--- config.mk ---
export PLATFORM = sky130hd
export DESIGN_NAME = cpa_front
export DESIGN_NICKNAME = d
export VERILOG_FILES = /design/src/rtl/cpa_pkg.sv /design/src/rtl/cpa_front.sv
export SDC_FILE = /design/constraint.sdc
export NUM_CORES = 1
export LEC_CHECK = 0
export BUFFER_PORTS_ARGS = -buffer_cell sky130_fd_sc_hd__buf_2
export CAP_MARGIN = 20
export CORE_ASPECT_RATIO = 2
export CORE_MARGIN = 2
export CORE_UTILIZATION = 52
export CTS_CLUSTER_DIAMETER = 50
export DETAILED_ROUTE_END_ITERATION = 12
export GPL_TIMING_DRIVEN = 0
export PLACE_DENSITY = 0.79
export SKIP_LAST_GASP = 1
export SYNTH_ARGS = -nofsm -noshare
export SYNTH_HDL_FRONTEND = slang
export SYNTH_SLANG_ARGS = --single-unit
--- constraint.sdc ---
create_clock -name clk -period 5.25 [get_ports clk]
set_clock_uncertainty 0.1 [all_clocks]
set_input_delay 0.7875 -clock clk [delete_from_list [all_inputs] [get_ports clk]]
set_output_delay 0.7875 -clock clk [all_outputs]
set_load 0.02 [all_outputs]
--- src/rtl/cpa_pkg.sv ---
// ----------------------------------------------------------------------------
// cpa_pkg
// Shared types and constants of the call profile accumulator.
// ----------------------------------------------------------------------------
`timescale 1ns / 1ps
`default_nettype none

package cpa_pkg;

    localparam int STACK_DEPTH_DEF   = 128;
    localparam int TABLE_ENTRIES_DEF = 64;
    localparam int ADDR_BITS_DEF     = 32;
    localparam int TIME_BITS_DEF     = 32;

    typedef enum logic [1:0] {
        OP_ENTER = 2'd0,
        OP_EXIT  = 2'd1,
        OP_READ  = 2'd2,
        OP_CLEAR = 2'd3
    } op_t;

    localparam logic [2:0] ST_OK          = 3'd0;
    localparam logic [2:0] ST_STACK_FULL  = 3'd1;
    localparam logic [2:0] ST_STACK_EMPTY = 3'd2;
    localparam logic [2:0] ST_TABLE_FULL  = 3'd3;
    localparam logic [2:0] ST_SLOT_EMPTY  = 3'd4;

    typedef struct packed {
        op_t         op;
        logic [31:0] addr;
        logic [31:0] now;
        logic [5:0]  slot;
    } item_t;

endpackage

`default_nettype wire

--- src/rtl/cpa_front.sv ---
// ----------------------------------------------------------------------------
// cpa_front
// Input side: accepts beats, decodes the operation, two-entry queue to back.
// ----------------------------------------------------------------------------
`timescale 1ns / 1ps
`default_nettype none

module cpa_front (
    input  wire logic          clk,
    input  wire logic          rst_n,
    input  wire logic          s_tvalid,
    output logic               s_tready,
    input  wire logic [71:0]   s_tdata,
    input  wire logic [1:0]    s_tuser,
    output logic               q_valid,
    output cpa_pkg::item_t     q_item,
    input  wire logic          q_pop
);

    cpa_pkg::item_t q_reg [2];
    logic           wptr_reg, wptr_next;
    logic           rptr_reg, rptr_next;
    logic [1:0]     cnt_reg, cnt_next;
    logic           push;
    cpa_pkg::item_t in_item;

    always_comb
    begin
        in_item.op   = cpa_pkg::op_t'(s_tuser);
        in_item.addr = s_tdata[31:0];
        in_item.now  = s_tdata[63:32];
        in_item.slot = s_tdata[69:64];
    end

    assign s_tready = (cnt_reg != 2'd2);
    assign push     = s_tvalid && s_tready;
    assign q_valid  = (cnt_reg != 2'd0);
    assign q_item   = q_reg[rptr_reg];

    always_comb
    begin
        wptr_next = push  ? ~wptr_reg : wptr_reg;
        rptr_next = q_pop ? ~rptr_reg : rptr_reg;
        cnt_next  = cnt_reg + {1'b0, push} - {1'b0, q_pop};
    end

    always_ff @(posedge clk)
    begin
        if (push)
        begin
            q_reg[wptr_reg] <= in_item;
        end
    end

    always_ff @(posedge clk or negedge rst_n)
    begin
        if (!rst_n)
        begin
            wptr_reg <= 1'b0;
            rptr_reg <= 1'b0;
            cnt_reg  <= 2'd0;
        end
        else
        begin
            wptr_reg <= wptr_next;
            rptr_reg <= rptr_next;
            cnt_reg  <= cnt_next;
        end
    end

endmodule

`default_nettype wire

# == After elaboration in Yosys (flattened, before gate mapping) ==
# Memory sizes are Yosys's and may differ from the RTL's.
# Cells that the tools add are included.
# classes
add_sub_neg,2
bitwise_logic,2
n_eq_ne,1
mux,2
n_reduce_logical,2
# op_table
op,count
adder 2 x 1 -> 2 bit,1
2-to-1 mux 1 bit,2
inequality test 2 bit (second input constant),1
NOT 1 bit,2
nonzero test 2 bit,1
subtractor 2 x 1 -> 2 bit,1
logical AND 1 bit,1
# totals
ramBits,144
word_cells,13
out_inout_bits,74
ff_bits,4
inputBits,78
memories,1
# memory_table
memory,depth,word_bits,rd,rd_ports_with_merged_regs,wr,line,text
q_reg,2,72,1,0,1,cpa_front.sv:20,cpa_pkg::item_t q_reg [2];

# == Depth between registers and ports, before layout ==
# Gate-level depths: netlist of the first run.
# logic_depth
ltp_word,4
mapped_depth,5
ltp_nobuf,5

# == Worst setup path before layout of the first run ==
# No wires, ideal clock.
# synth_timing
path_kind,input -> register
start,input port s_tvalid
end,memory q_reg[0][0] (netlist name) (enable)
setup_ps,503
path_stages,2
path_buffers,0
required_time_ps,4647
t_arrival_ps,3906
slack_ps,741
cell_sequence,nand2_1 nor2_1
# synth_between
elab_chain_cells,3
# synth_lines
element,line,text
"start, declared",cpa_front.sv:11,"input wire logic s_tvalid,"
logical AND 1 bit,cpa_front.sv:36,assign push = s_tvalid && s_tready;
2-to-1 mux 1 bit,cpa_front.sv:49,if (push)
2-to-1 mux 1 bit (implied by the code),cpa_front.sv:51,q_reg[wptr_reg] <= in_item;
"end, declared",cpa_front.sv:20,
# No other way between the ends.

==> metrics, run 1 <==
status=completed; slew margin rel.=59.4%; Worst Hold Slack=0.0746 ns; final antenna-violating net count=0; 1st-iter DRT viols=118; first-pass GRT wire length=14.9 mm; Clock transition at path regs=0.06 ns; H-tree levels=4; Crit Path Max Fanout=10; post-synthesis instance total=241; clock power share=25.5%; worst slew pin tran=0.607 ns; Distinct cells, synth=17; Gate power share=36.5%; most common cell after layout, fill and taps aside=buf_2; Sw Share=30.7%; Initial Utilization=53.1%; antenna diode count=0; via density per instance=4.92; setup TNS=0 ns; RSZ-0062 raised after global routing=false; Crit. End Element=output port; max reg flops=144; Mean Syn Cell Area=23.8 µm²; worst path required time=4.36 ns; vias in the first global route=2914; core area=10800 µm²; post-synthesis sequential area ratio=77.0%; Remaining Overflow, GRT=0; Yosys Warn Count=0; Max Buffers Root-to-Sink=2; number of remaining DRC errors=0; Final Cycle Share=47.4%; final-report hold violation count=0; Die ar.=12000 µm²; maximum VDD drop=0.518 mV; post-CTS resize count=0; TritonCTS Buffers=17; worst-skew pair later-pin latency=0.41 ns; Post-DP HPWL=6.76 mm; arrival time at the worst endpoint=1.60 ns; setup violators final=0; gr usage total=17.1%; initial antenna violation count=0; Die Ht=153 µm; First-pass DRT Iterations=4; CTS Hold Bufs=0; Post-Place Worst Slack=2.95 ns; Worst Hold Class=in -> async; FF+latch count, synth=148; wirelength, routed=9.55 mm; Post-CTS Setup Repair Bufs=0; Boundary Pins=152; Port Buffers=149; vias post-DR=2779; Rows=54; Int Power=3.07 mW; number of max-cap violations=0; min Tclk post-route=2.49 ns; largest net degree at the start of global routing=53; share of layout cells above drive strength 1=62.4%; Post-Syn Area=5750 µm²; static leakage=2.96 nW; achievable frequency=402 MHz; Synth-to-Final Area Change=27.3%; Reg power frac=38.1%; critical path launch point type=flop; global placement routability congestion=0.710; Mapped Nets=320; Routed wire per std cell=16.9 µm; Final Worst Setup Slack=2.76 ns; total power per unit cell area=606 nW/µm²; most frequent cells in the layout=buf_2, edfxtp_1, mux2_4; Reg2Reg Depth=4; final net count=491; total power draw=4.44 mW; CTS sink count=148; root buf cell=clkbuf_16; Die Width=78.3 µm; Slew Limit Fails=0; switching power of the nets=1.36 mW; CTS tree=built; CP Class=reg -> out
## Yosys cell counts
cell type / instances / share of area [%]
or2_2: 1 / 0.11
nor3b_1: 1 / 0.13
xor2_1: 1 / 0.15
nor2_1: 1 / 0.065
edfxtp_1: 144 / 75
dfrtp_1: 4 / 1.7
ha_1: 1 / 0.22
nand2_1: 1 / 0.065
nand2b_1: 1 / 0.11
mux2_4: 69 / 18
a21oi_2: 1 / 0.15
a21bo_1: 1 / 0.17
xnor2_1: 3 / 0.46
mux2_2: 3 / 0.59
buf_6: 1 / 0.20
buf_12: 7 / 2.4
and3_1: 1 / 0.11
## per-stage QoR
| stage | area, µm² | std cells | util, % |
|---|---|---|---|
| final | 7310 | 565 | 67.7 |
| after detailed placement | 6750 | 533 | 62.4 |
| after CTS | 7310 | 565 | 67.7 |
| after global routing | 7310 | 565 | 67.7 |
| after floorplan | 5750 | 241 | - |
| after global placement | 6670 | 530 | 61.7 |
## final timing paths
check | slack [ns] | from | endpoint
max in group asynchronous | 4.85 | rst_n | rptr_reg
min reg2reg | 0.45 | wptr_reg | wptr_reg
min | 0.07 | rst_n | cnt_reg[0]
max reg2reg | 3.31 | cnt_reg[0] | q_reg[0][30]
max | 2.76 | rptr_reg | q_item[60]
min in group clk | 0.45 | wptr_reg | wptr_reg
## power by group through the flow
stage / Sequential (mW) / Combinational, mW / Clock [mW]
3_3_place_gp: 1.73 / 1.57 / 0
3_5_place_dp: 1.71 / 1.64 / 0
4_1_cts: 1.69 / 1.65 / 1.16
6_report: 1.69 / 1.62 / 1.13
2_1_floorplan: 1.71 / 1.20 / 0
5_1_grt: 1.71 / 1.71 / 1.21
## worst max-delay path: stages, from the launching register on
cell,delay [ns]
dfrtp_1,0.34
buf_6,0.21
buf_12,0.17
mux2_4,0.31
buf_2,0.16
## layer usage
layer,global-route usage [%],vias to the layer above,wire [µm]
met3,6.04,16,594
li1,-,1298,-
met2,30.5,102,5470
met5,0,-,0
met1,17.0,1363,3250
met4,8.86,0,235
## logic make-up (layout without fill, tap and decap cells)
family	Yosys count	count (layout)	share of synthesized area, %
xor+xnor	4	4	0.610
simple gates	6	6	0.588
compound gates	2	2	0.327
flops	148	148	77.0
fa+ha+maj	1	1	0.218
buf+inv	8	192	2.63
mux	72	72	18.6
## area by class of cell
cell class / count / area [µm²]
Buffer: 8 / 151
Sequential cell: 148 / 4420
Clock buffer: 19 / 433
Tap cell: 140 / 175
Multi-Input combinational cell: 85 / 1180
Fill cell: 742 / 3500
Clock inverter: 13 / 135
Timing Repair Buffer: 152 / 813
(Power assumes the default switching activity.)
==> run 2, diff against run 1 <==
--- a/config.mk
+++ b/config.mk
@@ -9,11 +9,11 @@
 export CAP_MARGIN = 20
 export CORE_ASPECT_RATIO = 2
 export CORE_MARGIN = 2
-export CORE_UTILIZATION = 52
+export CORE_UTILIZATION = 47
 export CTS_CLUSTER_DIAMETER = 50
 export DETAILED_ROUTE_END_ITERATION = 12
 export GPL_TIMING_DRIVEN = 0
-export PLACE_DENSITY = 0.79
+export PLACE_DENSITY = 0.75
 export SKIP_LAST_GASP = 1
 export SYNTH_ARGS = -nofsm -noshare
 export SYNTH_HDL_FRONTEND = slang
==> constraint.sdc (replaced) <==
create_clock -name clk -period 2.1 [get_ports clk]
set_clock_uncertainty 0.1 [all_clocks]
set_input_delay 0.315 -clock clk [delete_from_list [all_inputs] [get_ports clk]]
set_output_delay 0.315 -clock clk [all_outputs]
set_load 0.02 [all_outputs]
==> run 2 against run 1 <==
Die area increased by 10%. Global-route usage is 0.22 points lower. Via count rose by 11%. Non-clock buffer count grew 73. Combinational power increased to 2.6 times the previous value. Flip-flop and latch count did not move.
==> metrics, run 2 (synthesis gave the netlist of run 1 again) <==
Routed wire per std cell=16.3 µm (-3.5%); number of max-cap violations=0 (unchanged); gr usage total=16.9% (-0.22 points); status=completed; Post-DP HPWL=7.06 mm (+4.5%); DP Area=6770 µm² (+0.35%); Rows=57 (+5.6%); most common cell after layout, fill and taps aside=buf_2; final antenna-violating net count=0 (unchanged); Port Buffers=149 (unchanged); final-report hold violation count=0 (unchanged); First-pass DRT Iterations=4 (unchanged); worst slew pin tran=0.605 ns (-0.00194 ns); Post-CTS Setup Repair Bufs=0 (unchanged); total power per unit cell area=1420 nW/µm² (+130%); Clock transition at path regs=0.06 ns (about the same); vias in the first global route=3374 (+16%); static leakage=3.30 nW (+11%); 1st-iter DRT viols=138 (+17%); Final Worst Setup Slack=0.0736 ns (-2.69 ns); Final Cycle Share=96.5%; slew margin rel.=59.5% (+0.13 points); Synth-to-Final Area Change=41.3%; CTS tree=built; number of remaining DRC errors=0 (unchanged); share of layout cells above drive strength 1=53.5% (-8.8 points); global placement routability congestion=0.686 (-3.4%); total power draw=11.5 mW (+160%); critical path launch point type=flop; RSZ-0062 raised after global routing=false; Worst Hold Slack=0.0446 ns (-0.0300 ns); vias post-DR=3086 (+11%); initial antenna violation count=0 (unchanged); max reg flops=144 (unchanged); Die Width=82.2 µm (+4.9%); root buf cell=clkbuf_16; setup violators final=0 (unchanged); Worst Hold Class=in -> reg; Crit. End Element=output port; CTS sink count=148 (unchanged); Layout Cells excl Fill=644 (+14%); CP Class=reg -> out; min Tclk post-route=2.03 ns; maximum VDD drop=1.35 mV (+160%); final net count=564 (+15%); Hold Path Stages=2; Die Ht=160 µm (+5.0%); Reg2Reg Depth=4 (unchanged); worst path required time=1.68 ns (-2.68 ns); post-route cell area=8120 µm² (+11%); H-tree levels=4 (unchanged); Die ar.=13200 µm² (+10%); TritonCTS Buffers=17 (unchanged); arrival time at the worst endpoint=1.61 ns (about the same); core area=12100 µm² (+11%); Post-Place Worst Slack=0.225 ns (-2.72 ns); via density per instance=4.79 (-2.6%); Remaining Overflow, GRT=0 (unchanged); Crit Path Max Fanout=10 (unchanged); first-pass GRT wire length=16.1 mm (+8.5%); antenna diode count=0 (unchanged); worst-skew pair later-pin latency=0.40 ns (about the same); wirelength, routed=10.5 mm (+10%); Slew Limit Fails=0 (unchanged); placed cell count=540 (+1.3%); Max Buffers Root-to-Sink=2 (unchanged); most frequent cells in the layout=buf_2, edfxtp_1, dlygate4sd3_1; Initial Utilization=47.7% (-5.5 points); achievable frequency=493 MHz; largest net degree at the start of global routing=40 (-25%); Boundary Pins=152 (unchanged)
[run 2: cell count changes in the layout (fill, tap and decap cells not counted), moves of 2 or more]
cell	before	now
clkinvlp_4	4	2
dlygate4sd3_1	0	73
bufinv_16	2	4
clkinv_2	3	1
[run 2: routing by layer]
layer	GRT usage (%)	routed length (µm)	part of all wire (%)
met1	16.0	3630	34
met2	31.4	6180	59
met3	5.17	432	4.1
met4	7.65	267	2.5
met5	0	0	0
[run 2: worst paths after layout]
kind	endpoint	slack (ns)	from
worst max-delay path	q_item[7]	0.07	rptr_reg
worst max register to register	q_reg[0][16]	0.24	cnt_reg[1]
min in group asynchronous	cnt_reg[1]	0.14	rst_n
worst min register to register	wptr_reg	0.47	wptr_reg
max in group asynchronous	rptr_reg	1.63	rst_n
worst min-delay path	rptr_reg	0.04	q_pop
[run 2: final cells by class]
cell class | count | area [µm²]
plain buffers | 8 | 155
repair buffers | 225 | 1540
multi-input cells | 85 | 1200
flip-flops and latches | 148 | 4420
fillers | 783 | 3940
clock inverters | 13 | 183
well taps | 147 | 184
clock buffers | 18 | 429
[run 2: worst max-delay path, cell delays in order, from the launching register on]
cell,delay [ns]
dfrtp_1,0.36
buf_8,0.20
buf_12,0.17
mux2_4,0.31
buf_2,0.16
[run 2: metrics by stage]
step	setup TNS, ns	utilization [%]
floorplan	-8.77	-
global placement	-66.57	55.6
detailed placement	0	56.2
CTS	0	67.2
global route	0	67.3
finish	0	67.3
[run 2: power by group]
part	switching [mW]	internal (mW)
Clock	1.11	1.98
Sequential	0.191	4.04
Combinational	2.18	2.02
[run 2: repair_timing]
| action | CTS | global route |
|---|---|---|
| endpoints found under the setup margin | 0 | 21 |
| hold endpoints to repair | 146 | 1 |
| resized for setup | 0 | 1 |
| hold buffers | 72 | 1 |
==> run 3, diff against run 2 <==
--- a/config.mk
+++ b/config.mk
@@ -14,6 +14,7 @@
 export DETAILED_ROUTE_END_ITERATION = 12
 export GPL_TIMING_DRIVEN = 0
 export PLACE_DENSITY = 0.75
+export RECOVER_POWER = 50
 export SKIP_LAST_GASP = 1
 export SYNTH_ARGS = -nofsm -noshare
 export SYNTH_HDL_FRONTEND = slang
==> run 3 against run 2 <==
Global-route usage unchanged. Flip-flop and latch count unchanged. First-iteration DRC count unchanged. Maximum frequency about the same. Register-to-register slack worse by 0.09 ns. Sequential power about the same. Critical endpoint unchanged.
==> metrics, run 3 (synthesis gave the netlist of run 1 again) <==
Synth-to-Final Area Change=39.9%; status=completed; Slew Limit Fails=0 (unchanged); maximum VDD drop=1.34 mV (-0.22%); Reg power frac=36.8% (about the same); Hold Startpoint=q_pop; first-pass GRT wire length=16.1 mm (unchanged); worst slew pin tran=0.605 ns (-0.000751 ns); most common cell after layout, fill and taps aside=edfxtp_1; DP Area=6770 µm² (unchanged); Crit Path Max Fanout=10 (unchanged); Sw Share=30.3% (about the same); final-report hold violation count=0 (unchanged); final net count=564 (unchanged); reg2reg setup slack=0.15 ns (-0.09 ns); 1st-iter DRT viols=138 (unchanged); Port Buffers=149 (unchanged); number of max-cap violations=0 (unchanged); CTS tree=built; crit path launch=rptr_reg; initial antenna violation count=0 (unchanged); Crit Reg-Reg Endpoint=q_reg[0][16]; number of remaining DRC errors=0 (unchanged); total power per unit cell area=1430 nW/µm² (+0.69%); Buf/Inv on CP=3 (unchanged); Worst Hold Slack=0.0451 ns (+0.000481 ns); largest net degree at the start of global routing=40 (unchanged); Crit-path slowest cell=dfrtp_1; Worst Hold Class=in -> reg; Post-CTS Setup Repair Bufs=0 (unchanged); family with the most delay on the worst path=buffers and inverters; critical path launch point type=flop; achievable frequency=494 MHz (about the same); clock power share=26.9% (about the same); Int Power=8.01 mW (-0.35%); worst-skew pair later-pin latency=0.40 ns (about the same); Die Ht=160 µm (unchanged); Hold Path End=rptr_reg; wirelength, routed=10.5 mm (-0.13%); arrival time at the worst endpoint=1.61 ns (about the same); static leakage=3.13 nW (-5.1%); H-tree levels=4 (unchanged); via density per instance=4.79 (unchanged); TritonCTS Buffers=17 (unchanged); Max Buffers Root-to-Sink=2 (unchanged); Reg2Reg Depth=4 (unchanged); root buf cell=clkbuf_16; worst path required time=1.68 ns (about the same); reg2reg start=cnt_reg[0]; Clock transition at path regs=0.06 ns (about the same); global placement routability congestion=0.686 (unchanged); CTS sink count=148 (unchanged); vias in the first global route=3374 (unchanged); max reg flops=144 (unchanged); Rows=57 (unchanged); CP peak stage delay=0.36 ns (about the same); final antenna-violating net count=0 (unchanged); min Tclk post-route=2.03 ns (-0.000586 ns); antenna diode count=0 (unchanged); Final Cycle Share=96.5% (about the same); Die Width=82.2 µm (unchanged); Gate power share=36.3% (-0.2 points); post-route cell area=8040 µm² (-1.0%); Filler Cell Count=825 (+5.4%); First-pass DRT Iterations=4 (unchanged); slew margin rel.=59.6% (about the same); most frequent cells in the layout=edfxtp_1, buf_2, dlygate4sd3_1; Crit. End Element=output port; CP Class=reg -> out; Routed wire per std cell=16.3 µm (-0.13%); share of layout cells above drive strength 1=41.4% (-12 points); gr usage total=16.9% (unchanged); core area=12100 µm² (unchanged); Initial Utilization=47.7% (unchanged); Hold Path Stages=2 (unchanged); vias post-DR=3086 (unchanged); switching power of the nets=3.48 mW (-0.26%); Remaining Overflow, GRT=0 (unchanged); Die ar.=13200 µm² (unchanged); setup violators final=0 (unchanged); Critical Path, Cell by Cell=buf_8 -> buf_12 -> mux2_4 -> buf_2; Post-DP HPWL=7.06 mm (unchanged); Boundary Pins=152 (unchanged); RSZ-0062 raised after global routing=false
-- run 3: worst max path at each step --
stage	depth (start not counted)	to	slack, ns
3_5_place_dp	4	q_reg[0][10]	0.22
4_1_cts	4	q_item[7]	0.02
2_1_floorplan	3	q_reg[0][0]	-0.12
3_3_place_gp	3	q_reg[0][10]	-0.61
6_report	4	q_item[7]	0.07
5_1_grt	4	q_item[60]	0.007
-- run 3: per-stage QoR --
stage	instances	util, %	setup TNS (ns)	setup slack [ns]	power [mW]
finish	644	66.7	0	0.0741	11.5
global route	644	66.7	0	0.00653	12.0
CTS	643	67.2	0	0.0187	11.7
detailed placement	540	56.2	0	0.225	8.43
global placement	537	55.6	-66.57	-0.606	8.25
floorplan	241	-	-8.77	-0.122	7.27
-- run 3: per-layer routing --
| layer | up-vias | track usage [%] | wire (µm) |
|---|---|---|---|
| li1 | 1440 | - | - |
| met1 | 1543 | 16.0 | 3620 |
| met2 | 88 | 31.4 | 6210 |
| met3 | 15 | 5.17 | 401 |
| met4 | 0 | 7.65 | 260 |
| met5 | - | 0 | 0 |
-- run 3: power by group through the flow --
stage	Combinational [mW]	Clock, mW	Sequential (mW)
after global placement	3.98	0	4.28
after floorplan	3.02	0	4.25
after global routing	4.43	3.28	4.28
final	4.17	3.09	4.22
after CTS	4.25	3.16	4.23
after detailed placement	4.14	0	4.29
-- run 3: area by class of cell --
type	instances	area [µm²]	share of cell area [%]
Timing Repair Buffer	225	1470	18.3
Sequential cell	148	4420	55.1
Buffer	8	155	1.93
Clock buffer	18	429	5.34
Multi-Input combinational cell	85	1190	14.8
Tap cell	147	184	2.29
Clock inverter	13	183	2.27
-- run 3: what timing repair did --
| action | in CTS | in global routing |
|---|---|---|
| endpoints found under the setup margin | 0 | 21 |
| endpoints found under the hold margin | 146 | 1 |
| resized for setup | 0 | 1 |
| hold buffers | 72 | 1 |
-- run 3: worst reg2reg max path, stage by stage, from the launching register on --
cell      delay [ns]
dfrtp_1         0.38
nand2b_1        0.24
nand2_4         0.10
nor2_4          0.50
buf_12          0.29
